--- src/rtl/core/assert_macros.svh ---
// Assertion macros shared by the RTL
`ifndef ASSERT_MACROS_SVH
`define ASSERT_MACROS_SVH

`ifndef SYNTHESIS

`define IAR_ASSERT(lbl, prop) \
  lbl: assert property (@(posedge clk_i) disable iff (!rst_ni) prop) \
    else $error("iar assertion failed");

`define IAR_ASSERT_ALWAYS(lbl, prop) \
  lbl: assert property (@(posedge clk_i) prop) \
    else $error("iar assertion failed");

`else

`define IAR_ASSERT(lbl, prop)

`define IAR_ASSERT_ALWAYS(lbl, prop)

`endif

`endif

--- src/rtl/core/iar_pkg.sv ---
`default_nettype none

package iar_pkg;

  localparam int unsigned ValueW    = 64;
  localparam int unsigned WidthW    = 6;
  localparam int unsigned CharW     = 8;
  localparam int unsigned DigitW    = 4;
  localparam int unsigned NumDigits = 22;
  localparam int unsigned BcdW      = NumDigits * DigitW;
  localparam int unsigned OctW      = NumDigits * 3;
  localparam int unsigned HexDigits = ValueW / DigitW;
  localparam int unsigned NdigW     = 5;
  localparam int unsigned DecSteps  = ValueW / 2;
  localparam int unsigned StepCntW  = 5;
  localparam int unsigned QDepth    = 2;
  localparam int unsigned QPtrW     = 1;
  localparam int unsigned QCntW     = 2;

  localparam logic [CharW-1:0]  CharZero   = 8'h30;
  localparam logic [CharW-1:0]  CharLowA   = 8'h61;
  localparam logic [CharW-1:0]  CharUpA    = 8'h41;
  localparam logic [CharW-1:0]  CharMinus  = 8'h2d;
  localparam logic [DigitW-1:0] DigitNine  = 4'd9;
  localparam logic [DigitW-1:0] DigitTen   = 4'd10;
  localparam logic [DigitW-1:0] DabbleLim  = 4'd5;
  localparam logic [DigitW-1:0] DabbleAdd  = 4'd3;

  typedef enum logic [1:0] {
    OP_SDEC = 2'd0,
    OP_UDEC = 2'd1,
    OP_HEX  = 2'd2,
    OP_OCT  = 2'd3
  } op_e;

  typedef enum logic [1:0] {
    F_IDLE,
    F_CONV,
    F_PUSH
  } front_state_e;

  typedef enum logic [1:0] {
    B_IDLE,
    B_PAD,
    B_SIGN,
    B_DIGIT
  } back_state_e;

  typedef logic [NumDigits-1:0][DigitW-1:0] digits_t;

  typedef struct packed {
    digits_t           digits;
    logic [NdigW-1:0]  ndig;
    logic              neg;
    logic              upper;
    logic [CharW-1:0]  fill_char;
    logic [WidthW-1:0] width;
  } entry_t;

  typedef struct packed {
    logic full;
    logic empty;
  } qstat_t;

  function automatic logic [CharW-1:0] digit_char(logic [DigitW-1:0] d, logic upper);
    logic [CharW-1:0] res;
    if (d > DigitNine) begin
      res = CharW'(d - DigitTen) + (upper ? CharUpA : CharLowA);
    end else begin
      res = CharZero + CharW'(d);
    end
    return res;
  endfunction

endpackage

`default_nettype wire

--- src/rtl/core/iar_front.sv ---
`default_nettype none

module iar_front import iar_pkg::*; #(
  parameter int unsigned MAX_WIDTH = 32
) (
  input  wire logic              clk_i,
  input  wire logic              rst_ni,
  input  wire logic              in_valid_i,
  output logic                   in_ready_o,
  input  wire logic [1:0]        op_i,
  input  wire logic [ValueW-1:0] value_i,
  input  wire logic [WidthW-1:0] min_width_i,
  input  wire logic [CharW-1:0]  fill_char_i,
  input  wire logic              upper_hex_i,
  input  wire qstat_t            qstat_i,
  output logic                   push_o,
  output entry_t                 entry_o
);

  localparam logic [WidthW:0] MaxW = (WidthW + 1)'(MAX_WIDTH);

  front_state_e          state_q, state_d;
  logic [StepCntW-1:0]   cnt_q, cnt_d;
  logic [ValueW-1:0]     mag_q;
  digits_t               digits_q;
  logic                  neg_q;
  logic                  upper_q;
  logic [CharW-1:0]      pad_q;
  logic [WidthW-1:0]     width_q;

  op_e                   op;
  logic                  is_dec;
  logic                  load;
  logic                  neg_in;
  logic [ValueW-1:0]     mag_in;
  logic [WidthW-1:0]     width_in;
  digits_t               radix_digits;
  logic [OctW-1:0]       oct_ext;
  logic [BcdW-1:0]       hex_ext;
  logic [BcdW-1:0]       bcd;
  logic [ValueW-1:0]     sh;
  logic [NdigW-1:0]      ndig;

  assign op     = op_e'(op_i);
  assign is_dec = op inside {OP_SDEC, OP_UDEC};
  assign load   = (state_q == F_IDLE) && in_valid_i;

  always_comb begin
    state_d = state_q;
    case (state_q)
      F_IDLE: begin
        if (in_valid_i) begin
          state_d = is_dec ? F_CONV : F_PUSH;
        end
      end
      F_CONV: begin
        if (cnt_q == StepCntW'(DecSteps - 1)) begin
          state_d = F_PUSH;
        end
      end
      F_PUSH: begin
        if (!qstat_i.full) begin
          state_d = F_IDLE;
        end
      end
      default: state_d = F_IDLE;
    endcase
  end

  always_comb begin
    in_ready_o = (state_q == F_IDLE);
    push_o     = (state_q == F_PUSH) && !qstat_i.full;
    cnt_d      = cnt_q;
    if (load) begin
      cnt_d = '0;
    end else if (state_q == F_CONV) begin
      cnt_d = cnt_q + StepCntW'(1);
    end
  end

  always_comb begin
    neg_in   = (op == OP_SDEC) && value_i[ValueW-1];
    mag_in   = neg_in ? (~value_i + ValueW'(1)) : value_i;
    width_in = ({1'b0, min_width_i} > MaxW) ? WidthW'(MaxW) : min_width_i;
    oct_ext  = OctW'(mag_in);
    hex_ext  = BcdW'(mag_in);
    for (int i = 0; i < NumDigits; i++) begin
      if (op == OP_HEX) begin
        radix_digits[i] = (i < HexDigits) ? hex_ext[i*DigitW +: DigitW] : '0;
      end else begin
        radix_digits[i] = {1'b0, oct_ext[i*3 +: 3]};
      end
    end
  end

  // two shift-add-3 steps per cycle
  always_comb begin
    bcd = BcdW'(digits_q);
    sh  = mag_q;
    for (int s = 0; s < 2; s++) begin
      for (int i = 0; i < NumDigits; i++) begin
        if (bcd[i*DigitW +: DigitW] >= DabbleLim) begin
          bcd[i*DigitW +: DigitW] = bcd[i*DigitW +: DigitW] + DabbleAdd;
        end
      end
      bcd = {bcd[BcdW-2:0], sh[ValueW-1]};
      sh  = {sh[ValueW-2:0], 1'b0};
    end
  end

  always_comb begin
    ndig = NdigW'(1);
    for (int i = 0; i < NumDigits; i++) begin
      if (digits_q[i] != '0) begin
        ndig = NdigW'(i + 1);
      end
    end
  end

  assign entry_o = '{digits: digits_q, ndig: ndig, neg: neg_q, upper: upper_q,
                     fill_char: pad_q, width: width_q};

  always_ff @(posedge clk_i or negedge rst_ni) begin
    if (!rst_ni) begin
      state_q <= F_IDLE;
      cnt_q   <= '0;
    end else begin
      state_q <= state_d;
      cnt_q   <= cnt_d;
    end
  end

  always_ff @(posedge clk_i) begin
    if (load) begin
      neg_q    <= neg_in;
      upper_q  <= upper_hex_i;
      pad_q    <= fill_char_i;
      width_q  <= width_in;
      mag_q    <= mag_in;
      digits_q <= is_dec ? digits_t'('0) : radix_digits;
    end else if (state_q == F_CONV) begin
      mag_q    <= sh;
      digits_q <= digits_t'(bcd);
    end
  end

endmodule

`default_nettype wire

--- src/rtl/core/iar_fifo.sv ---
`default_nettype none

module iar_fifo import iar_pkg::*; (
  input  wire logic   clk_i,
  input  wire logic   rst_ni,
  input  wire logic   push_i,
  input  wire entry_t entry_i,
  input  wire logic   pop_i,
  output entry_t      entry_o,
  output qstat_t      qstat_o
);

  entry_t            mem_q [QDepth];
  logic [QPtrW-1:0]  wr_ptr_q;
  logic [QPtrW-1:0]  rd_ptr_q;
  logic [QCntW-1:0]  cnt_q;

  assign entry_o       = mem_q[rd_ptr_q];
  assign qstat_o.full  = (cnt_q == QCntW'(QDepth));
  assign qstat_o.empty = (cnt_q == '0);

  always_ff @(posedge clk_i or negedge rst_ni) begin
    if (!rst_ni) begin
      wr_ptr_q <= '0;
      rd_ptr_q <= '0;
      cnt_q    <= '0;
    end else begin
      if (push_i) begin
        wr_ptr_q <= (wr_ptr_q == QPtrW'(QDepth - 1)) ? '0 : wr_ptr_q + QPtrW'(1);
      end
      if (pop_i) begin
        rd_ptr_q <= (rd_ptr_q == QPtrW'(QDepth - 1)) ? '0 : rd_ptr_q + QPtrW'(1);
      end
      if (push_i && !pop_i) begin
        cnt_q <= cnt_q + QCntW'(1);
      end else if (pop_i && !push_i) begin
        cnt_q <= cnt_q - QCntW'(1);
      end
    end
  end

  always_ff @(posedge clk_i) begin
    if (push_i) begin
      mem_q[wr_ptr_q] <= entry_i;
    end
  end

endmodule

`default_nettype wire

--- src/rtl/core/iar_back.sv ---
`default_nettype none

module iar_back import iar_pkg::*; #(
  parameter int unsigned MAX_WIDTH = 32
) (
  input  wire logic             clk_i,
  input  wire logic             rst_ni,
  input  wire qstat_t           qstat_i,
  output logic                  pop_o,
  input  wire entry_t           entry_i,
  output logic                  out_valid_o,
  input  wire logic             out_ready_i,
  output logic [CharW-1:0]      out_char_o,
  output logic                  out_last_o
);

  localparam int unsigned PadCntW = $clog2(MAX_WIDTH + 1);

  back_state_e          state_q, state_d;
  entry_t               cur_q;
  logic [PadCntW-1:0]   pad_cnt_q;
  logic [NdigW-1:0]     idx_q;
  logic                 out_valid_q;
  logic [CharW-1:0]     out_char_q;
  logic                 out_last_q;

  logic                 out_free;
  logic                 emit;
  logic [CharW-1:0]     char_d;
  logic                 last_d;
  logic [WidthW-1:0]    len;
  logic [WidthW-1:0]    padn;

  assign out_free = !out_valid_q || out_ready_i;
  assign len      = WidthW'(entry_i.ndig) + WidthW'(entry_i.neg);
  assign padn     = (entry_i.width > len) ? (entry_i.width - len) : '0;

  always_comb begin
    state_d = state_q;
    case (state_q)
      B_IDLE: begin
        if (!qstat_i.empty) begin
          if (padn != '0) begin
            state_d = B_PAD;
          end else begin
            state_d = entry_i.neg ? B_SIGN : B_DIGIT;
          end
        end
      end
      B_PAD: begin
        if (out_free && (pad_cnt_q == PadCntW'(1))) begin
          state_d = cur_q.neg ? B_SIGN : B_DIGIT;
        end
      end
      B_SIGN: begin
        if (out_free) begin
          state_d = B_DIGIT;
        end
      end
      B_DIGIT: begin
        if (out_free && (idx_q == '0)) begin
          state_d = B_IDLE;
        end
      end
      default: state_d = B_IDLE;
    endcase
  end

  always_comb begin
    pop_o  = (state_q == B_IDLE) && !qstat_i.empty;
    emit   = (state_q != B_IDLE) && out_free;
    char_d = cur_q.fill_char;
    last_d = 1'b0;
    case (state_q)
      B_PAD:   char_d = cur_q.fill_char;
      B_SIGN:  char_d = CharMinus;
      B_DIGIT: begin
        char_d = digit_char(cur_q.digits[idx_q], cur_q.upper);
        last_d = (idx_q == '0);
      end
      default: char_d = cur_q.fill_char;
    endcase
  end

  assign out_valid_o = out_valid_q;
  assign out_char_o  = out_char_q;
  assign out_last_o  = out_last_q;

  always_ff @(posedge clk_i or negedge rst_ni) begin
    if (!rst_ni) begin
      state_q     <= B_IDLE;
      pad_cnt_q   <= '0;
      idx_q       <= '0;
      out_valid_q <= 1'b0;
    end else begin
      state_q <= state_d;
      if (pop_o) begin
        pad_cnt_q <= PadCntW'(padn);
        idx_q     <= entry_i.ndig - NdigW'(1);
      end else if (emit && (state_q == B_PAD)) begin
        pad_cnt_q <= pad_cnt_q - PadCntW'(1);
      end else if (emit && (state_q == B_DIGIT) && (idx_q != '0)) begin
        idx_q <= idx_q - NdigW'(1);
      end
      if (emit) begin
        out_valid_q <= 1'b1;
      end else if (out_ready_i) begin
        out_valid_q <= 1'b0;
      end
    end
  end

  always_ff @(posedge clk_i) begin
    if (pop_o) begin
      cur_q <= entry_i;
    end
    if (emit) begin
      out_char_q <= char_d;
      out_last_q <= last_d;
    end
  end

endmodule

`default_nettype wire

--- src/rtl/core/integer_to_ascii_radix.sv ---
`default_nettype none

// Converts a 64-bit value to ASCII text in signed decimal, unsigned decimal,
// hex or octal, most significant character first, with pad characters in front
// up to min_width (capped at MAX_WIDTH; in signed decimal the padding precedes
// the minus sign) and tlast on the final character. The front stage takes an
// item, runs decimal values through a binary-to-BCD shift-add-3 unit doing two
// bits per cycle (hex and octal skip this step), then hands the digits to a
// two-entry queue once it has room; it takes no new item before that push. The
// back stage drains the queue and sends one character per cycle while the
// output accepts them, returning to idle after each item's last character.
// Each side stalls on its own, so the front stage can convert the next item
// while the back stage is still sending text.

`include "assert_macros.svh"

module integer_to_ascii_radix import iar_pkg::*; #(
  parameter int unsigned MAX_WIDTH = 32
) (
  input  wire logic        clk_i,
  input  wire logic        rst_ni,
  input  wire logic        s_axis_tvalid,
  output logic             s_axis_tready,
  // value[63:0], min_width[69:64], fill_char[77:70], upper_hex[78], zero[79]
  input  wire logic [79:0] s_axis_tdata,
  // op[1:0]
  input  wire logic [1:0]  s_axis_tuser,
  output logic             m_axis_tvalid,
  input  wire logic        m_axis_tready,
  // char_out[7:0]
  output logic [7:0]       m_axis_tdata,
  output logic             m_axis_tlast
);

  logic   push;
  logic   pop;
  entry_t push_entry;
  entry_t pop_entry;
  qstat_t qstat;

  iar_front #(
    .MAX_WIDTH(MAX_WIDTH)
  ) u_front (
    .clk_i       (clk_i),
    .rst_ni      (rst_ni),
    .in_valid_i  (s_axis_tvalid),
    .in_ready_o  (s_axis_tready),
    .op_i        (s_axis_tuser),
    .value_i     (s_axis_tdata[63:0]),
    .min_width_i (s_axis_tdata[69:64]),
    .fill_char_i (s_axis_tdata[77:70]),
    .upper_hex_i (s_axis_tdata[78]),
    .qstat_i     (qstat),
    .push_o      (push),
    .entry_o     (push_entry)
  );

  iar_fifo u_fifo (
    .clk_i   (clk_i),
    .rst_ni  (rst_ni),
    .push_i  (push),
    .entry_i (push_entry),
    .pop_i   (pop),
    .entry_o (pop_entry),
    .qstat_o (qstat)
  );

  iar_back #(
    .MAX_WIDTH(MAX_WIDTH)
  ) u_back (
    .clk_i       (clk_i),
    .rst_ni      (rst_ni),
    .qstat_i     (qstat),
    .pop_o       (pop),
    .entry_i     (pop_entry),
    .out_valid_o (m_axis_tvalid),
    .out_ready_i (m_axis_tready),
    .out_char_o  (m_axis_tdata),
    .out_last_o  (m_axis_tlast)
  );

  `IAR_ASSERT(a_push_not_full, push |-> !qstat.full)
  `IAR_ASSERT(a_pop_not_empty, pop |-> !qstat.empty)
  `IAR_ASSERT(a_qstat_exclusive, !(qstat.full && qstat.empty))

endmodule

`default_nettype wire

--- config.mk ---
export PLATFORM = sky130hd
export DESIGN_NAME = integer_to_ascii_radix
export DESIGN_NICKNAME = d
export VERILOG_FILES = /design/src/rtl/core/iar_pkg.sv /design/src/rtl/core/iar_front.sv /design/src/rtl/core/iar_fifo.sv /design/src/rtl/core/iar_back.sv /design/src/rtl/core/integer_to_ascii_radix.sv
export VERILOG_INCLUDE_DIRS = /design/src /design/src/rtl/core
export SDC_FILE = /design/constraint.sdc
export NUM_CORES = 1
export LEC_CHECK = 0
export BUFFER_PORTS_ARGS = -buffer_cell sky130_fd_sc_hd__buf_2
export CAP_MARGIN = 5
export CORE_MARGIN = 8
export CORE_UTILIZATION = 45
export DETAILED_ROUTE_END_ITERATION = 7
export GPL_TIMING_DRIVEN = 0
export PLACE_DENSITY = 0.71
export SLEW_MARGIN = 40
export SYNTH_ARGS = -nofsm -noshare
export SYNTH_HDL_FRONTEND = slang
export SYNTH_HIERARCHICAL = 1
export SYNTH_SLANG_ARGS = --single-unit
--- constraint.sdc ---
create_clock -name clk_i -period 5.8 [get_ports clk_i]
set_input_delay 0.58 -clock clk_i [delete_from_list [all_inputs] [get_ports clk_i]]
set_output_delay 0.58 -clock clk_i [all_outputs]
set_load 0.01 [all_outputs]
# Word level (Yosys, flattened, before mapping)
# Memory sizes are Yosys's and may differ from the RTL's.
# Cells that the tools add are included.
# Widths: inputs -> output; s select.
word_totals:
  reg_bits: 300
  mem_bits_rw: 218
  in_bits: 86
  out_inout_bits: 11
  word_cells: 372
  memories: 1
memory_table:
  columns: ["memory", "depth", "word_bits", "rd", "rd_clocked_by_memory_dff", "write_ports", "line", "text"]
  rows:
  - ["u_fifo.mem_q", 2, 109, 1, 0, 1, "iar_fifo.sv:13", "entry_t mem_q [QDepth];"]
op_classes:
  add_sub_neg: 58
  n_lt_le_gt_ge: 48
  n_eq_ne: 18
  n_mux: 127
  bitwise: 1
  n_reduce_logical: 56
ops:
  columns: ["operator", "count"]
  rows:
  - ["$mux 4", 67]
  - ["$mux 64", 3]
  - ["$ge 4x3->1 const B", 44]
  - ["$mux 88", 2]
  - ["$add 4x2->4 const B", 42]
  - ["$mux 85", 1]
  - ["$reduce_bool 4->1", 21]
  - ["$add 64x1->64 const B", 1]
  - ["$not 64->64", 1]
  - ["$mux 5", 12]
  - ["$mux 3", 11]
  - ["$mux 2", 13]
  - ["$mux 6", 4]
  - ["$bmux 4 s5", 1]
  - ["$pmux 8 s2", 1]
  - ["$reduce_bool 2->1", 7]
  - ["$logic_and 1x1->1", 12]
  - ["$eq 2x2->1 const B", 5]
  - ["$sub 5x1->5 const B", 2]
  - ["$mux 1", 9]
  - ["$add 8x8->8", 1]
  - ["$logic_not 2->1", 4]
  - ["$mux 8", 1]
  - ["$ne 2x1->1 const B", 4]
  - ["other kinds (28)", 39]

# Depth between registers and ports, before layout
logic_depth:
  ltp_word: 22
  mapped_depth: 16
  ltp_nobuf: 12

# Cells and area by module
# The synthesis kept the hierarchy.
by_module_without_submodules:
  columns: ["mod", "n_inst", "cells_each", "area_each_um2", "seq_area_each_um2"]
  rows:
  - ["iar_front", 1, 1430, 13449.1, 5220.0]
  - ["iar_fifo", 1, 355, 8552.0, 6646.4]
  - ["iar_back", 1, 400, 5744.3, 3563.4]

# Worst setup path after synthesis
# No wires, ideal clock.
synth_path:
  path_type: "register -> register"
  start: "register u_fifo.cnt_q[1]"
  end: "memory u_fifo/mem_q[0][0] in the netlist's numbering, enable pin"
  setup_time_ps: 591
  arrival_ps: 5747
  t_required_ps: 5209
  path_slack_ps: -538
  stages_incl_launch_ff: 4
  path_buffers: 0
  period_less_slack_ps: 6338
  path_cell_list: "dfrtp_1 nor2b_1 nor3b_1 nor2b_1"
synth_lines:
  columns: ["element", "line", "text"]
  rows:
  - ["start, declared", "iar_fifo.sv:16", "logic [QCntW-1:0] cnt_q;"]
  - ["start signal, assigned", "iar_fifo.sv:35", "cnt_q <= cnt_q + QCntW'(1);"]
  - ["start signal, assigned", "iar_fifo.sv:37", "cnt_q <= cnt_q - QCntW'(1);"]
  - ["end, declared", "iar_fifo.sv:13", null]

# Worst setup path in the final report
layout_path:
  start: "register u_back.idx_q[2]"
  end: "register u_back.out_char_q[5] (netlist: u_back/out_char_o[5]) (data pin)"
layout_between:
  elab_chain_cells: 6
  word_cells_on_any_way: 8
layout_rtl:
  columns: ["element", "line", "text"]
  rows:
  - ["start, declared", "iar_back.sv:22", "logic [NdigW-1:0] idx_q;"]
  - ["start signal, assigned", "iar_back.sv:99", "idx_q <= entry_i.ndig - NdigW'(1);"]
  - ["start signal, assigned", "iar_back.sv:103", "idx_q <= idx_q - NdigW'(1);"]
  - ["$bmux 4 s5 (*)", "iar_back.sv:78", "char_d = digit_char(cur_q.digits[idx_q], cur_q.upper);"]
  - ["$mux 4 (implied by the code) (*)", "iar_back.sv:78", null]
  - ["$sub 4x4->5", "iar_pkg.sv:68", "res = CharW'(d - DigitTen) + (upper ? CharUpA : CharLowA);"]
  - ["$add 8x8->8", "iar_pkg.sv:68", null]
  - ["$mux 8 (*)", "iar_pkg.sv:67", "if (d > DigitNine) begin"]
  - ["$pmux 8 s2 (*)", "iar_back.sv:74", "case (state_q)"]
  - ["named net u_back.char_d[5]", "iar_back.sv:29", "logic [CharW-1:0] char_d;"]
  - ["end signal, assigned", "iar_back.sv:118", "out_char_q <= char_d;"]
  - ["end, declared", "iar_back.sv:24", "logic [CharW-1:0] out_char_q;"]
# The timed path passes the listed nets; every way through them passes the cells marked *. The select of a mux whose other input is x is not followed.
# A chain may end at the register's enable or synchronous reset.

==> results by group <==
Status
  • Outcome: finished, final reports clean

Cells and area
  • Layout cells sized above 1: 17.4%
  • # fillers: 5115
  • Non-Filler Instances: 3186
  • NumNets Final: 2553
  • P&R area growth vs syn: 13.2%
  • Finished Cell Area: 31400 um2
  • Core Util, Final: 51.2%

Clock tree
  • Num Clock Sinks: 518
  • TritonCTS Buffers: 56
  • Root buf cell: clkbuf_16
  • Worst-case clock buffer depth: 3
  • CTS tree: built
  • H-tree Lvls: 2
  • Postcts setup bufs: 0
  • CTS clock-pin slew for the worst setup and hold paths: 0.06 ns
  • Clock latency on the worst-skew pair: 0.62 ns

Power
  • Max VDD drop: 0.304 mV
  • LEAKAGE: 11.7 nW
  • Power Density: 632 nW/um2

Synth
  • Syn Area/Cell: 12.7 um2
  • Yosys reg bits: 518
  • Mapped Cells: 2185
  • Ys Warns: 6
  • Yosys cell types: 83
  • Synth Cell Area: 27700 um2
  • Post-synthesis sequential area ratio: 55.6%
  • Post-synth ARST share: 4.83%
  • Top FF cell, synth: edfxtp_1
  • Syn Nets: 2386
  • Post-synth EDFFs: 493

Floorplan
  • Die Wd: 264 um
  • Num ports: 97
  • Initial Util: 45.2%
  • Core area: 61400 um2
  • Full die area: 69900 um2
  • Row count: 91
  • Chip height: 264 um

Routing
  • DR iter-0 viols: 1479
  • Total Wirelength: 66400 um
  • Via count: 18200
  • Routed Antenna Nets: 0
  • Vias per Instance: 5.72
  • Number of detailed-route iterations in the first pass: 5
  • Drt drc: 0
  • Routed len/inst: 20.8 um

Global route
  • Initial antenna violation count: 3
  • Met1 Resource Use GR: 24.0%
  • Number of global-route vias before repair: 18400
  • Grt met3 use: 3.08%
  • Largest net degree at the start of global routing: 44
  • First-pass GRT wire length: 103000 um
  • M2 GR Usage: 30.8%
  • Global route hottest layer: met2
  • GRT Residual Overflow: 0
  • GR Util All Layers: 18.5%

Place
  • GP Congestion: 0.907
  • Pre-CTS setup slack: 1.84 ns
  • DP Area: 29600 um2
  • Placed insts: 3083
  • Final HPWL DP: 49000 um
  • Port bufs: 91

Critical path
  • Setup crit end kind: flip-flop
  • CP Class: reg2reg
  • Critical Path Source Type: flip-flop
  • CP required: 6.16 ns
  • Worst path arrival time: 4.31 ns
  • Maximum fanout along the worst path: 10

STA
  • RSZ-0062 raised after global routing: false
  • Fin. Hold Viols: 0
  • Setup TNS: 0 ns
  • Setup ws final: 1.85 ns
  • Max-slew headroom: 46.7%
  • Period minus WS final: 3.95 ns
  • Worst-Margin Slew: 0.793 ns
  • Fin crit share: 68.1%
  • Max Slew Vio Count: 0
  • Final setup fails: 0
  • Skew final: 0.0164 ns
  • Fmax: 0.253 GHz

Run
  • Max-Cap Viols: 0

Min path
  • Worst Hold Class: in2reg
==> cell usage after synthesis (all sizes together) (57+ instances only) <==
cell type | instances | area (um2)
edfxtp | 493 | 14800
mux2 | 173 | 2320
o21ai | 161 | 813
nand2 | 130 | 490
a21oi | 129 | 646
inv | 118 | 443
ha | 114 | 1430
nor2 | 93 | 349
xnor2 | 83 | 727
mux2i | 75 | 751
nand3 | 62 | 310
nor3b | 57 | 433
==> logic make-up (layout without fill, tap and decap cells) <==
| logic type | after synthesis | count (layout) | synth area share, % |
|---|---|---|---|
| mux | 260 | 260 | 12.1 |
| buf+inv | 209 | 418 | 3.75 |
| compound gates | 447 | 447 | 9.86 |
| fa+ha+maj | 115 | 115 | 5.21 |
| other cells | 0 | 2 | 0 |
| xor+xnor | 118 | 118 | 3.72 |
| simple gates | 518 | 518 | 9.74 |
| flops | 518 | 518 | 55.6 |
==> metrics by stage <==
| step | hold WS, ns | total power, mW |
|---|---|---|
| finish | 0.143 | 19.8 |
| global route | 0.110 | 21.2 |
| CTS | 0.102 | 19.9 |
| detailed placement | 0.435 | 16.3 |
| global placement | 0.426 | 15.7 |
| floorplan | 0.284 | 14.0 |
==> registers in the layout (all words and copies together), names as in the netlist, 2 cells and up <==
register / cells
u_back/cur_q: 98
u_back/idx_q: 5
u_back/out_char_o: 8
u_back/pad_cnt_q: 6
u_back/state_q: 2
u_fifo/cnt_q: 2
u_fifo/mem_q: 218
u_front/cnt_q: 5
u_front/entry_o: 88
u_front/mag_q: 64
u_front/pad_q: 8
u_front/state_q: 2
u_front/width_q: 6
==> routing by layer <==
layer  vias to the layer above  part of all wire (%)
li1                       8493                     -
met1                      8911                    42
met2                       679                    48
met3                       141                   5.9
met4                         0                   3.8
met5                         -                     0
==> cells in the final DEF, fill, tap and decap left out, types with 13 or more instances in the layout <==
master     instances
nand3_1           62
xnor2_1           83
buf_12            19
buf_2             94
nand2_1          128
ha_1             114
clkbuf_16         57
mux2_2            67
o21ai_0          152
nor3_1            32
inv_1            117
o31ai_1           13
mux2_4           100
clkbuf_1          65
xor2_1            35
nor2_1            92
edfxtp_1         493
mux2i_1           75
a21oi_1          129
o22ai_1           14
nor3b_1           55
nand2b_1          50
nor2b_1           34
a31oi_1           24
dfrtp_1           25
a22o_1            14
o21a_1            21
==> where the power goes <==
group          internal, mW  switching, mW  total (mW)
clock                  2.03           1.48        3.51
sequential             6.12          0.841        6.96
combinational          4.18           5.19        9.38
total                  12.3           7.51        19.8
==> final timing paths <==
check                      slack [ns]                   end                from  cells past startpoint
max                              1.85  u_back/out_char_o[5]     u_back/idx_q[2]                     12
min in group asynchronous        0.56   u_back/pad_cnt_q[0]              rst_ni                      2
max in group asynchronous        4.74      u_front/cnt_q[0]              rst_ni                      2
min reg2reg                      0.44    u_fifo/mem_q[0][2]  u_front/width_q[2]                      0
min                              0.14      u_front/pad_q[2]    s_axis_tdata[72]                      1
max reg2reg                      1.85  u_back/out_char_o[5]     u_back/idx_q[2]                     12
==> critical path, cell delays in order, from the launching register on <==
cell,delay [ns]
dfrtp_1,0.48
clkbuf_8,0.24
nor2b_1,0.52
a22oi_1,0.27
nor3_1,0.40
nor2_1,0.21
ha_1,0.30
and3_2,0.23
a32o_1,0.21
a221oi_2,0.36
nor3_1,0.09
a211oi_1,0.27
nor3_1,0.10
==> area by class of cell <==
| class | count | area, um2 | area share, % |
|---|---|---|---|
| Sequential cell | 518 | 15400 | 49.1 |
| Inverter | 120 | 450 | 1.43 |
| Antenna cell | 2 | 5.00 | 0.0159 |
| Clock inverter | 29 | 302 | 0.961 |
| Timing Repair Buffer | 109 | 845 | 2.69 |
| Multi-Input combinational cell | 1458 | 11300 | 36.0 |
| Buffer | 89 | 596 | 1.90 |
| Clock buffer | 71 | 1480 | 4.71 |
| Tap cell | 790 | 988 | 3.15 |
==> what timing repair did <==
| action | CTS | global route |
|---|---|---|
| resized for setup | 0 | 0 |
| hold buffers | 1 | 0 |
| hold endpoints to repair | 15 | 0 |
| setup endpoints to repair | 0 | 0 |
Power figures use the tool's default switching activity.
